## src/hdl/biquad_iir_filter_top_macros.svh

```systemverilog
// ------------------------------------------------------------------------
// Biquad IIR filter assertion macros
// Shared concurrent assertion forms, clocked on i_clk, idle during reset.
// ------------------------------------------------------------------------
`ifndef BIQUAD_IIR_FILTER_TOP_MACROS_SVH
`define BIQUAD_IIR_FILTER_TOP_MACROS_SVH

// Consequent must hold in the same cycle as the antecedent
`define BQ_ASSERT_SAME(label, ante, cons, msg) \
    label: assert property (@(posedge i_clk) disable iff (!i_rst_n) \
        (ante) |-> (cons)) else $error(msg);

// Consequent must hold in the cycle after the antecedent
`define BQ_ASSERT_NEXT(label, ante, cons, msg) \
    label: assert property (@(posedge i_clk) disable iff (!i_rst_n) \
        (ante) |=> (cons)) else $error(msg);

`endif

```

## src/hdl/bq_pkg.sv

```systemverilog
// ------------------------------------------------------------------------
// Biquad IIR filter package
// Widths, fixed-point constants, register codes, step controls and the
// state saturation function shared by the filter modules.
// ------------------------------------------------------------------------
package bq_pkg;

    // Basic sizes
    localparam int SAMPLE_W = 16;
    localparam int COEF_W   = 18;
    localparam int ORDER    = 2;
    localparam int STATE_W  = 40;
    localparam int FRAC     = COEF_W - 3;

    // Number of feed-forward / feedback taps beyond tap 0 held in registers
    localparam int MAX_TAP  = 2;

    // Feedback product is split into a low (unsigned) and high (signed) half
    localparam int SPLIT    = STATE_W / 2;
    localparam int MUL_A_W  = (SAMPLE_W > SPLIT + 1) ? SAMPLE_W : SPLIT + 1;
    localparam int MUL_P_W  = MUL_A_W + COEF_W;
    localparam int XPROD_W  = SAMPLE_W + COEF_W;
    localparam int FBPROD_W = STATE_W + COEF_W;
    localparam int R_W      = FBPROD_W - FRAC;
    localparam int ACC_W    = ((XPROD_W > STATE_W) ? XPROD_W : STATE_W) + 1;
    localparam int SAT_IN_W = ((ACC_W > R_W) ? ACC_W : R_W) + 1;

    // Rounded output before saturation
    localparam int Y_W      = (((ACC_W + 1 - FRAC) > SAMPLE_W) ?
                               (ACC_W + 1 - FRAC) : SAMPLE_W) + 1;
    localparam int RND_W    = Y_W + FRAC;

    // Register map
    localparam int CFG_IDX_W = 3;
    typedef enum logic [CFG_IDX_W-1:0] {
        CFG_FF0,
        CFG_FF1,
        CFG_FF2,
        CFG_FB1,
        CFG_FB2
    } t_cfg_idx;

    // Unity gain in Q2.FRAC
    localparam logic signed [COEF_W-1:0] FF0_RESET = COEF_W'(1 << FRAC);

    // Output sample limits
    localparam logic signed [SAMPLE_W-1:0] SAMPLE_MAX = {1'b0, {(SAMPLE_W-1){1'b1}}};
    localparam logic signed [SAMPLE_W-1:0] SAMPLE_MIN = {1'b1, {(SAMPLE_W-1){1'b0}}};

    // One strobe per step of the per-sample sequence
    typedef struct packed {
        logic mul_x;
        logic acc;
        logic clamp;
        logic mul_lo;
        logic mul_hi;
        logic rnd;
        logic upd;
    } t_step;

    // Saturate a wide value to the delay state width
    function automatic logic signed [STATE_W-1:0] sat_state(
        input logic signed [SAT_IN_W-1:0] v
    );
        logic [SAT_IN_W-STATE_W:0] top;
        logic signed [STATE_W-1:0] s;
        top = v[SAT_IN_W-1:STATE_W-1];
        if ((&top) || !(|top)) begin
            s = v[STATE_W-1:0];
        end else begin
            s = {v[SAT_IN_W-1], {(STATE_W-1){~v[SAT_IN_W-1]}}};
        end
        return s;
    endfunction

endpackage

```

## src/hdl/bq_cell.sv

```systemverilog
// ------------------------------------------------------------------------
// Biquad delay cell
// One delay element of the transposed structure. Holds its state word,
// takes the neighbour's state, and updates to
// x*ff - round(fb*acc) + next using one shared multiplier over three steps.
// ------------------------------------------------------------------------
module bq_cell (
    input  logic                               i_clk,
    input  logic                               i_rst_n,
    input  bq_pkg::t_step                      i_step,
    input  logic signed [bq_pkg::SAMPLE_W-1:0] i_x,
    input  logic signed [bq_pkg::COEF_W-1:0]   i_ff,
    input  logic signed [bq_pkg::COEF_W-1:0]   i_fb,
    input  logic signed [bq_pkg::STATE_W-1:0]  i_accf,
    input  logic signed [bq_pkg::STATE_W-1:0]  i_next,
    output logic signed [bq_pkg::STATE_W-1:0]  o_state
);

    localparam logic signed [bq_pkg::FBPROD_W-1:0] HALF =
        bq_pkg::FBPROD_W'(1) <<< (bq_pkg::FRAC - 1);

    logic signed [bq_pkg::STATE_W-1:0]  r_state;
    logic signed [bq_pkg::MUL_P_W-1:0]  r_prod;
    logic signed [bq_pkg::MUL_P_W-1:0]  r_lo;
    logic signed [bq_pkg::ACC_W-1:0]    r_t;
    logic signed [bq_pkg::R_W-1:0]      r_r;

    logic signed [bq_pkg::MUL_A_W-1:0]  w_mul_a;
    logic signed [bq_pkg::COEF_W-1:0]   w_mul_b;
    logic signed [bq_pkg::MUL_P_W-1:0]  w_mul_p;
    logic signed [bq_pkg::FBPROD_W-1:0] w_fb_sum;
    logic signed [bq_pkg::SAT_IN_W-1:0] w_v;

    // Select multiplier operands for the current step
    always_comb begin
        if (i_step.mul_x) begin
            w_mul_a = bq_pkg::MUL_A_W'(i_x);
        end else if (i_step.mul_lo) begin
            w_mul_a = bq_pkg::MUL_A_W'($signed({1'b0, i_accf[bq_pkg::SPLIT-1:0]}));
        end else begin
            w_mul_a = bq_pkg::MUL_A_W'($signed(i_accf[bq_pkg::STATE_W-1:bq_pkg::SPLIT]));
        end
        w_mul_b = i_step.mul_x ? i_ff : i_fb;
    end

    assign w_mul_p = w_mul_a * w_mul_b;

    // Recombine the two feedback halves and add the rounding offset
    assign w_fb_sum = (bq_pkg::FBPROD_W'(r_prod) <<< bq_pkg::SPLIT)
                    + bq_pkg::FBPROD_W'(r_lo) + HALF;

    // New state before saturation
    assign w_v = bq_pkg::SAT_IN_W'(r_t) - bq_pkg::SAT_IN_W'(r_r);

    // Work registers of the datapath
    always_ff @(posedge i_clk) begin
        if (i_step.mul_x || i_step.mul_lo || i_step.mul_hi) begin
            r_prod <= w_mul_p;
        end
        if (i_step.mul_hi) begin
            r_lo <= r_prod;
        end
        if (i_step.acc) begin
            r_t <= bq_pkg::ACC_W'(r_prod) + bq_pkg::ACC_W'(i_next);
        end
        if (i_step.rnd) begin
            r_r <= bq_pkg::R_W'(w_fb_sum >>> bq_pkg::FRAC);
        end
    end

    // Hold the delay state, update once per sample
    always_ff @(posedge i_clk) begin
        if (!i_rst_n) begin
            r_state <= '0;
        end else if (i_step.upd) begin
            r_state <= bq_pkg::sat_state(w_v);
        end
    end

    assign o_state = r_state;

endmodule

```

## src/hdl/bq_head.sv

```systemverilog
// ------------------------------------------------------------------------
// Biquad output stage
// Forms acc = x*ff0 + s0, clamps it for the feedback path, and rounds and
// saturates it to the output sample with a clip flag.
// ------------------------------------------------------------------------
module bq_head (
    input  logic                               i_clk,
    input  bq_pkg::t_step                      i_step,
    input  logic signed [bq_pkg::SAMPLE_W-1:0] i_x,
    input  logic signed [bq_pkg::COEF_W-1:0]   i_ff0,
    input  logic signed [bq_pkg::STATE_W-1:0]  i_s0,
    output logic signed [bq_pkg::STATE_W-1:0]  o_accf,
    output logic signed [bq_pkg::SAMPLE_W-1:0] o_y,
    output logic                               o_clip
);

    localparam logic signed [bq_pkg::RND_W-1:0] HALF =
        bq_pkg::RND_W'(1) <<< (bq_pkg::FRAC - 1);

    logic signed [bq_pkg::XPROD_W-1:0]  r_prod;
    logic signed [bq_pkg::ACC_W-1:0]    r_acc;
    logic signed [bq_pkg::STATE_W-1:0]  r_accf;
    logic signed [bq_pkg::SAMPLE_W-1:0] r_y;
    logic                               r_clip;

    logic signed [bq_pkg::RND_W-1:0]    w_rnd;
    logic signed [bq_pkg::Y_W-1:0]      w_yfull;
    logic [bq_pkg::Y_W-bq_pkg::SAMPLE_W:0] w_top;
    logic                               w_ovf;

    // Round to nearest, ties upward
    assign w_rnd   = bq_pkg::RND_W'(r_acc) + HALF;
    assign w_yfull = bq_pkg::Y_W'(w_rnd >>> bq_pkg::FRAC);
    assign w_top   = w_yfull[bq_pkg::Y_W-1:bq_pkg::SAMPLE_W-1];
    assign w_ovf   = !((&w_top) || !(|w_top));

    always_ff @(posedge i_clk) begin
        if (i_step.mul_x) begin
            r_prod <= i_x * i_ff0;
        end
        if (i_step.acc) begin
            r_acc <= bq_pkg::ACC_W'(r_prod) + bq_pkg::ACC_W'(i_s0);
        end
        // Clamp for feedback; round and saturate for the output
        if (i_step.clamp) begin
            r_accf <= bq_pkg::sat_state(bq_pkg::SAT_IN_W'(r_acc));
            r_clip <= w_ovf;
            if (!w_ovf) begin
                r_y <= w_yfull[bq_pkg::SAMPLE_W-1:0];
            end else if (w_yfull[bq_pkg::Y_W-1]) begin
                r_y <= bq_pkg::SAMPLE_MIN;
            end else begin
                r_y <= bq_pkg::SAMPLE_MAX;
            end
        end
    end

    assign o_accf = r_accf;
    assign o_y    = r_y;
    assign o_clip = r_clip;

endmodule

```

## src/hdl/biquad_iir_filter_top.sv

```systemverilog
// ------------------------------------------------------------------------
// Biquad IIR filter, transposed direct form II
// Each sample steps through states MUL_X to UPD, holding in UPD while the
//   output register is full and stalled; a new sample is taken only in IDLE.
//   Each delay cell's single multiplier steps through x, low and high halves.
// Reset (synchronous, active low) clears the delay state, loads unity gain
//   into feed_forward_0, zeros the other coefficients and empties the output.
// ------------------------------------------------------------------------
`include "biquad_iir_filter_top_macros.svh"

module biquad_iir_filter_top (
    input  logic                                i_clk,
    input  logic                                i_rst_n,
    // Configuration write port
    input  logic                                i_cfg_we,
    input  logic [bq_pkg::CFG_IDX_W-1:0]        i_cfg_index,
    input  logic [bq_pkg::COEF_W-1:0]           i_cfg_data,
    // Input channel
    input  logic                                i_in_valid,
    output logic                                o_in_stall,
    input  logic signed [bq_pkg::SAMPLE_W-1:0]  i_sample_in,
    // Output channel
    output logic                                o_out_valid,
    input  logic                                i_out_stall,
    output logic signed [bq_pkg::SAMPLE_W-1:0]  o_sample_out,
    output logic                                o_clipped
);

    typedef enum logic [2:0] {
        S_IDLE,
        S_MUL_X,
        S_ACC,
        S_CLAMP,
        S_MUL_LO,
        S_MUL_HI,
        S_RND,
        S_UPD
    } t_fsm;

    t_fsm                              r_fsm;
    logic                              r_out_valid;
    logic signed [bq_pkg::SAMPLE_W-1:0] r_sample_out;
    logic                              r_clipped;
    logic signed [bq_pkg::SAMPLE_W-1:0] r_x;

    logic signed [bq_pkg::COEF_W-1:0]  r_ff0;
    logic signed [bq_pkg::COEF_W-1:0]  r_ff [1:bq_pkg::MAX_TAP];
    logic signed [bq_pkg::COEF_W-1:0]  r_fb [1:bq_pkg::MAX_TAP];

    bq_pkg::t_step                     w_step;
    logic                              w_accept;
    logic                              w_out_free;
    logic signed [bq_pkg::STATE_W-1:0] w_accf;
    logic signed [bq_pkg::SAMPLE_W-1:0] w_y;
    logic                              w_clip;
    logic signed [bq_pkg::STATE_W-1:0] w_state [0:bq_pkg::ORDER-1];
    logic signed [bq_pkg::STATE_W-1:0] w_next  [0:bq_pkg::ORDER-1];
    logic signed [bq_pkg::COEF_W-1:0]  w_ff    [0:bq_pkg::ORDER-1];
    logic signed [bq_pkg::COEF_W-1:0]  w_fb    [0:bq_pkg::ORDER-1];

    // Handshake
    assign o_in_stall = (r_fsm != S_IDLE);
    assign w_accept   = i_in_valid && !o_in_stall;
    assign w_out_free = !r_out_valid || !i_out_stall;

    // Decode step strobes; hold the state update until the output is free
    always_comb begin
        w_step        = '0;
        w_step.mul_x  = (r_fsm == S_MUL_X);
        w_step.acc    = (r_fsm == S_ACC);
        w_step.clamp  = (r_fsm == S_CLAMP);
        w_step.mul_lo = (r_fsm == S_MUL_LO);
        w_step.mul_hi = (r_fsm == S_MUL_HI);
        w_step.rnd    = (r_fsm == S_RND);
        w_step.upd    = (r_fsm == S_UPD) && w_out_free;
    end

    // Coefficient registers; ignore unknown indexes
    always_ff @(posedge i_clk) begin
        if (!i_rst_n) begin
            r_ff0 <= bq_pkg::FF0_RESET;
            for (int k = 1; k <= bq_pkg::MAX_TAP; k++) begin
                r_ff[k] <= '0;
                r_fb[k] <= '0;
            end
        end else if (i_cfg_we) begin
            case (i_cfg_index)
                bq_pkg::CFG_FF0: r_ff0   <= $signed(i_cfg_data);
                bq_pkg::CFG_FF1: r_ff[1] <= $signed(i_cfg_data);
                bq_pkg::CFG_FF2: r_ff[2] <= $signed(i_cfg_data);
                bq_pkg::CFG_FB1: r_fb[1] <= $signed(i_cfg_data);
                bq_pkg::CFG_FB2: r_fb[2] <= $signed(i_cfg_data);
                default: ;
            endcase
        end
    end

    // Capture the input sample on transfer
    always_ff @(posedge i_clk) begin
        if (w_accept) begin
            r_x <= i_sample_in;
        end
    end

    // Sequencer and output register
    always_ff @(posedge i_clk) begin
        if (!i_rst_n) begin
            r_fsm       <= S_IDLE;
            r_out_valid <= 1'b0;
        end else begin
            if (r_out_valid && !i_out_stall) begin
                r_out_valid <= 1'b0;
            end
            case (r_fsm)
                S_IDLE: begin
                    if (i_in_valid) begin
                        r_fsm <= S_MUL_X;
                    end
                end
                S_MUL_X:  r_fsm <= S_ACC;
                S_ACC:    r_fsm <= S_CLAMP;
                S_CLAMP:  r_fsm <= S_MUL_LO;
                S_MUL_LO: r_fsm <= S_MUL_HI;
                S_MUL_HI: r_fsm <= S_RND;
                S_RND:    r_fsm <= S_UPD;
                S_UPD: begin
                    if (w_out_free) begin
                        r_out_valid  <= 1'b1;
                        r_sample_out <= w_y;
                        r_clipped    <= w_clip;
                        r_fsm        <= S_IDLE;
                    end
                end
                default: r_fsm <= S_IDLE;
            endcase
        end
    end

    assign o_out_valid  = r_out_valid;
    assign o_sample_out = r_sample_out;
    assign o_clipped    = r_clipped;

    // Output stage
    bq_head u_head (
        .i_clk  (i_clk),
        .i_step (w_step),
        .i_x    (r_x),
        .i_ff0  (r_ff0),
        .i_s0   (w_state[0]),
        .o_accf (w_accf),
        .o_y    (w_y),
        .o_clip (w_clip)
    );

    // Row of delay cells, each fed by its right-hand neighbour
    for (genvar gi = 0; gi < bq_pkg::ORDER; gi++) begin : g_cell
        if (gi + 1 < bq_pkg::ORDER) begin : g_mid
            assign w_next[gi] = w_state[gi+1];
        end else begin : g_last
            assign w_next[gi] = '0;
        end

        if (gi + 1 <= bq_pkg::MAX_TAP) begin : g_coef
            assign w_ff[gi] = r_ff[gi+1];
            assign w_fb[gi] = r_fb[gi+1];
        end else begin : g_zero
            assign w_ff[gi] = '0;
            assign w_fb[gi] = '0;
        end

        bq_cell u_cell (
            .i_clk   (i_clk),
            .i_rst_n (i_rst_n),
            .i_step  (w_step),
            .i_x     (r_x),
            .i_ff    (w_ff[gi]),
            .i_fb    (w_fb[gi]),
            .i_accf  (w_accf),
            .i_next  (w_next[gi]),
            .o_state (w_state[gi])
        );
    end

    // Assertions
    `BQ_ASSERT_SAME(a_out_after_upd, $rose(o_out_valid), $past(r_fsm) == S_UPD, "output raised outside update step")
    `BQ_ASSERT_NEXT(a_accept_starts, w_accept, r_fsm == S_MUL_X, "transfer did not start the sequence")
    `BQ_ASSERT_SAME(a_clip_at_limit, o_out_valid && o_clipped, (o_sample_out == bq_pkg::SAMPLE_MAX) || (o_sample_out == bq_pkg::SAMPLE_MIN), "clipped sample not at a limit")

endmodule

```

## config.mk

```make
export PLATFORM = sky130hd
export DESIGN_NAME = biquad_iir_filter_top
export DESIGN_NICKNAME = d
export VERILOG_FILES = /design/src/hdl/bq_pkg.sv /design/src/hdl/bq_cell.sv /design/src/hdl/bq_head.sv /design/src/hdl/biquad_iir_filter_top.sv
export VERILOG_INCLUDE_DIRS = /design/src /design/src/hdl
export SDC_FILE = /design/constraint.sdc
export NUM_CORES = 2
export LEC_CHECK = 0
export ABC_AREA = 1
export BUFFER_PORTS_ARGS = -buffer_cell sky130_fd_sc_hd__clkbuf_2
export CAP_MARGIN = 40
export CORE_AREA = 2 2 555 557
export CTS_CLUSTER_DIAMETER = 120
export CTS_CLUSTER_SIZE = 20
export DETAILED_ROUTE_END_ITERATION = 7
export DIE_AREA = 0 0 557 559
export GPL_TIMING_DRIVEN = 0
export SYNTH_ARGS = -nofsm -noshare
export SYNTH_HDL_FRONTEND = slang
export SYNTH_SLANG_ARGS = --single-unit
export TNS_END_PERCENT = 30
```

## constraint.sdc

```tcl
create_clock -name i_clk -period 9.49 [get_ports i_clk]
set_input_delay 2.3725 -clock i_clk [delete_from_list [all_inputs] [get_ports i_clk]]
set_output_delay 2.3725 -clock i_clk [all_outputs]
set_load 0.01 [all_outputs]
```

==> flow_metrics.py <==
metrics = {
    "synthesis": {
        "synth_area_per_cell_um2": 8.40,
        "synth-main-ff-cell": "edfxtp_1",
        "synth_cell_types": 57,
        "synth.most_common_cell": "inv_1",
        "ys_seq_elements": 633,
        "synthTopCellsByCount": "inv_1, nand2_1, fa_1",
        "netlist_instances": 9054,
        "synth_top_area_cell": "fa_1",
        "synth_edf_count": 531,
        "ys_warn_count": 0,
        "synth_nets": 10700,
        "ys_top_cells_by_area": "fa_1, edfxtp_1, inv_1",
        "synthArstFlopShare_pct": 0,
        "syn_area_mm2": 0.0761,
        "synth_top_area_share_pct": 27.6,
        "yosysSeqAreaShare_pct": 23.6,
    },
    "die": {
        "std_cell_rows": 203,
        "core_mm2": 0.305,
        "die_w_um": 557,
        "start_util_pct": 24.9,
        "num_io_pins": 61,
        "dieArea_mm2": 0.311,
        "die_h_um": 559,
    },
    "drt": {
        "dr.pass1.iters": 7,
        "drt_iter0_markers": 5254,
        "ant_nets": 0,
        "vias": 60100,
        "drc_errors": 0,
        "wire_per_inst_um": 17.5,
        "wirelength_um": 234000,
        "avgViaCountPerCell": 4.50,
    },
    "grt": {
        "grt_max_degree": 62,
        "overflow": 0,
        "gr-usage-all-layers_pct": 15.0,
        "grt_pass1_wl_um": 359000,
        "antenna_found_initial": 16,
        "grt_pass1_vias": 61100,
    },
    "setup_path": {
        "crit_arrival_ns": 9.66,
        "crit_fanout": 10,
        "cpMaxStageDelayCell": "fa_1",
        "startpoint": "r_fsm[2]",
        "cp.required_ns": 9.89,
        "cp_common_cell": "fa_1",
        "startpoint_type": "register",
        "max_stage_delay_ns": 0.61,
        "worst-setup-path-type": "register to register",
        "crit_family": "adder cells",
        "reg2reg_from": "r_fsm[2]",
        "cp_num_buf_inv": 8,
        "reg2reg_slack_ns": 0.23,
        "r2r_cells": 27,
        "endpoint_kind": "register",
        "timing.rr.end": "g_cell[1].u_cell.r_prod[35]",
    },
    "timing": {
        "worst_pin_slew_ns": 1.01,
        "hold_violations": 0,
        "slew_headroom_pct": 32.5,
        "min_period_over_period_pct": 97.6,
        "rsz0062_at_grt": "true",
        "period_minus_slack_ns": 9.26,
        "fin_worst_skew_ns": 0.0372,
        "finalSetupViolCount": 0,
        "drv_slew": 0,
        "holdWs_ns": 0.422,
        "fmax_mhz": 108,
    },
    "cts": {
        "cts_tree": "built",
        "clk_path_buf_depth": 3,
        "cts_made_buffers": 40,
        "clk_latency_ns": 0.66,
        "path_clk_slew_ns": 0.09,
        "cts_hold_buffers": 0,
        "clkSinkCount": 633,
        "cts-htree-levels": 2,
        "clock-root-buffer": "clkbuf_16",
        "cts_setup_buffers": 0,
    },
    "placed_design": {
        "dpl.hpwl_um": 197000,
        "gp_congestion": 0.967,
        "io_buffer_count": 59,
    },
    "flow_run": {
        "max_cap_violations": 0,
    },
    "worst_hold_path": {
        "whs_endpoint": "o_sample_out[8]",
        "min_from": "u_head.o_y[8]",
        "hold_depth": 0,
        "hp-class": "register to register",
    },
    "cells_and_area": {
        "fill_cells": 32900,
        "syn_to_final_growth_pct": 9.94,
        "drive_gt1_share_pct": 3.66,
        "nets": 10800,
    },
    "run_status": {
        "status": "finished clean",
    },
}
[logic make-up (layout without fill, tap and decap cells)]
family	Yosys count	after routing	synth area share (%)
compound gates	1068	1068	7.85
xor+xnor	369	369	4.27
fa+ha+maj	1581	1581	36.3
buf+inv	2266	2464	11.3
flops	633	633	23.6
other cells	0	1	0
simple gates	3137	3137	16.6
[layout by cell type (no fill, tap or decap), drive strengths merged, types with 124 or more instances in the layout]
cell type     n
edfxtp      531
xor2        257
nand3       171
buf         124
a21oi       481
nor2        798
fa         1048
o21ai       330
nand2      2002
inv        2025
ha          533
clkbuf      296
[registers in the layout (all words and copies together) (netlist names), 18 cells and up]
signal / cells
r_ff0: 18
u_head.r_acc: 41
g_cell.u_cell.o_state: 80
g_cell.u_cell.r_t: 80
r_fb: 36
g_cell.u_cell.r_lo: 50
g_cell.u_cell.r_prod: 78
g_cell.u_cell.r_r: 86
r_ff: 36
u_head.r_prod: 34
u_head.o_accf: 40
[how the worst max path moves through the flow]
| stage | slack (ns) | cells past startpoint | end |
|---|---|---|---|
| 6_report | 0.23 | 27 | g_cell[1].u_cell.r_prod[35] |
| 5_1_grt | -0.10 | 31 | g_cell[1].u_cell.r_prod[37] |
| 4_1_cts | 0.11 | 27 | g_cell[1].u_cell.r_prod[35] |
| 3_5_place_dp | -0.08 | 27 | g_cell[1].u_cell.r_prod[35] |
| 3_3_place_gp | -1.17 | 29 | g_cell[0].u_cell.r_prod[38] |
| 2_1_floorplan | 1.52 | 28 | g_cell[0].u_cell.r_prod[36] |
[per-layer routing]
metal | global-route usage, % | wire, um | vias to the layer above
met5 | 0 | 14 | -
met4 | 4.30 | 7060 | 2
met3 | 2.54 | 20200 | 358
met2 | 24.4 | 106000 | 2253
met1 | 20.2 | 100000 | 29400
li1 | - | - | 28200
[stage by stage]
| step | util (%) | setup WS, ns | cell area (um^2) | instances | TNS, ns |
|---|---|---|---|---|---|
| after global placement | 26.7 | -1.17 | 81500 | 13200 | -28.33 |
| after global routing | 27.4 | -0.104 | 83600 | 13400 | -0.162 |
| after detailed placement | 27.0 | -0.0797 | 82300 | 13300 | -0.0797 |
| after floorplan | - | 1.52 | 76100 | 9054 | 0 |
| final | 27.4 | 0.228 | 83600 | 13400 | 0 |
| after CTS | 27.4 | 0.106 | 83600 | 13400 | 0 |
[final cells by class]
cell class | count | area (um^2) | area share [%]
Timing Repair Buffer | 124 | 1070 | 1.27
Clock inverter | 11 | 130 | 0.156
Clock buffer | 63 | 1090 | 1.30
Tap cell | 4100 | 5130 | 6.13
Inverter | 2033 | 7640 | 9.14
Multi-Input combinational cell | 6155 | 49600 | 59.3
Buffer | 233 | 1000 | 1.20
Antenna cell | 1 | 2.50 | 0.00299
Sequential cell | 633 | 18000 | 21.5
[what timing repair did]
action | CTS | global route
setup endpoints to repair | 1 | 11
pin swaps | 0 | 0
gates resized for setup | 1 | 27
Power is left out: the tool's default activity adds up to more than one toggle a clock period on the data nets, which glitch-free logic cannot reach.
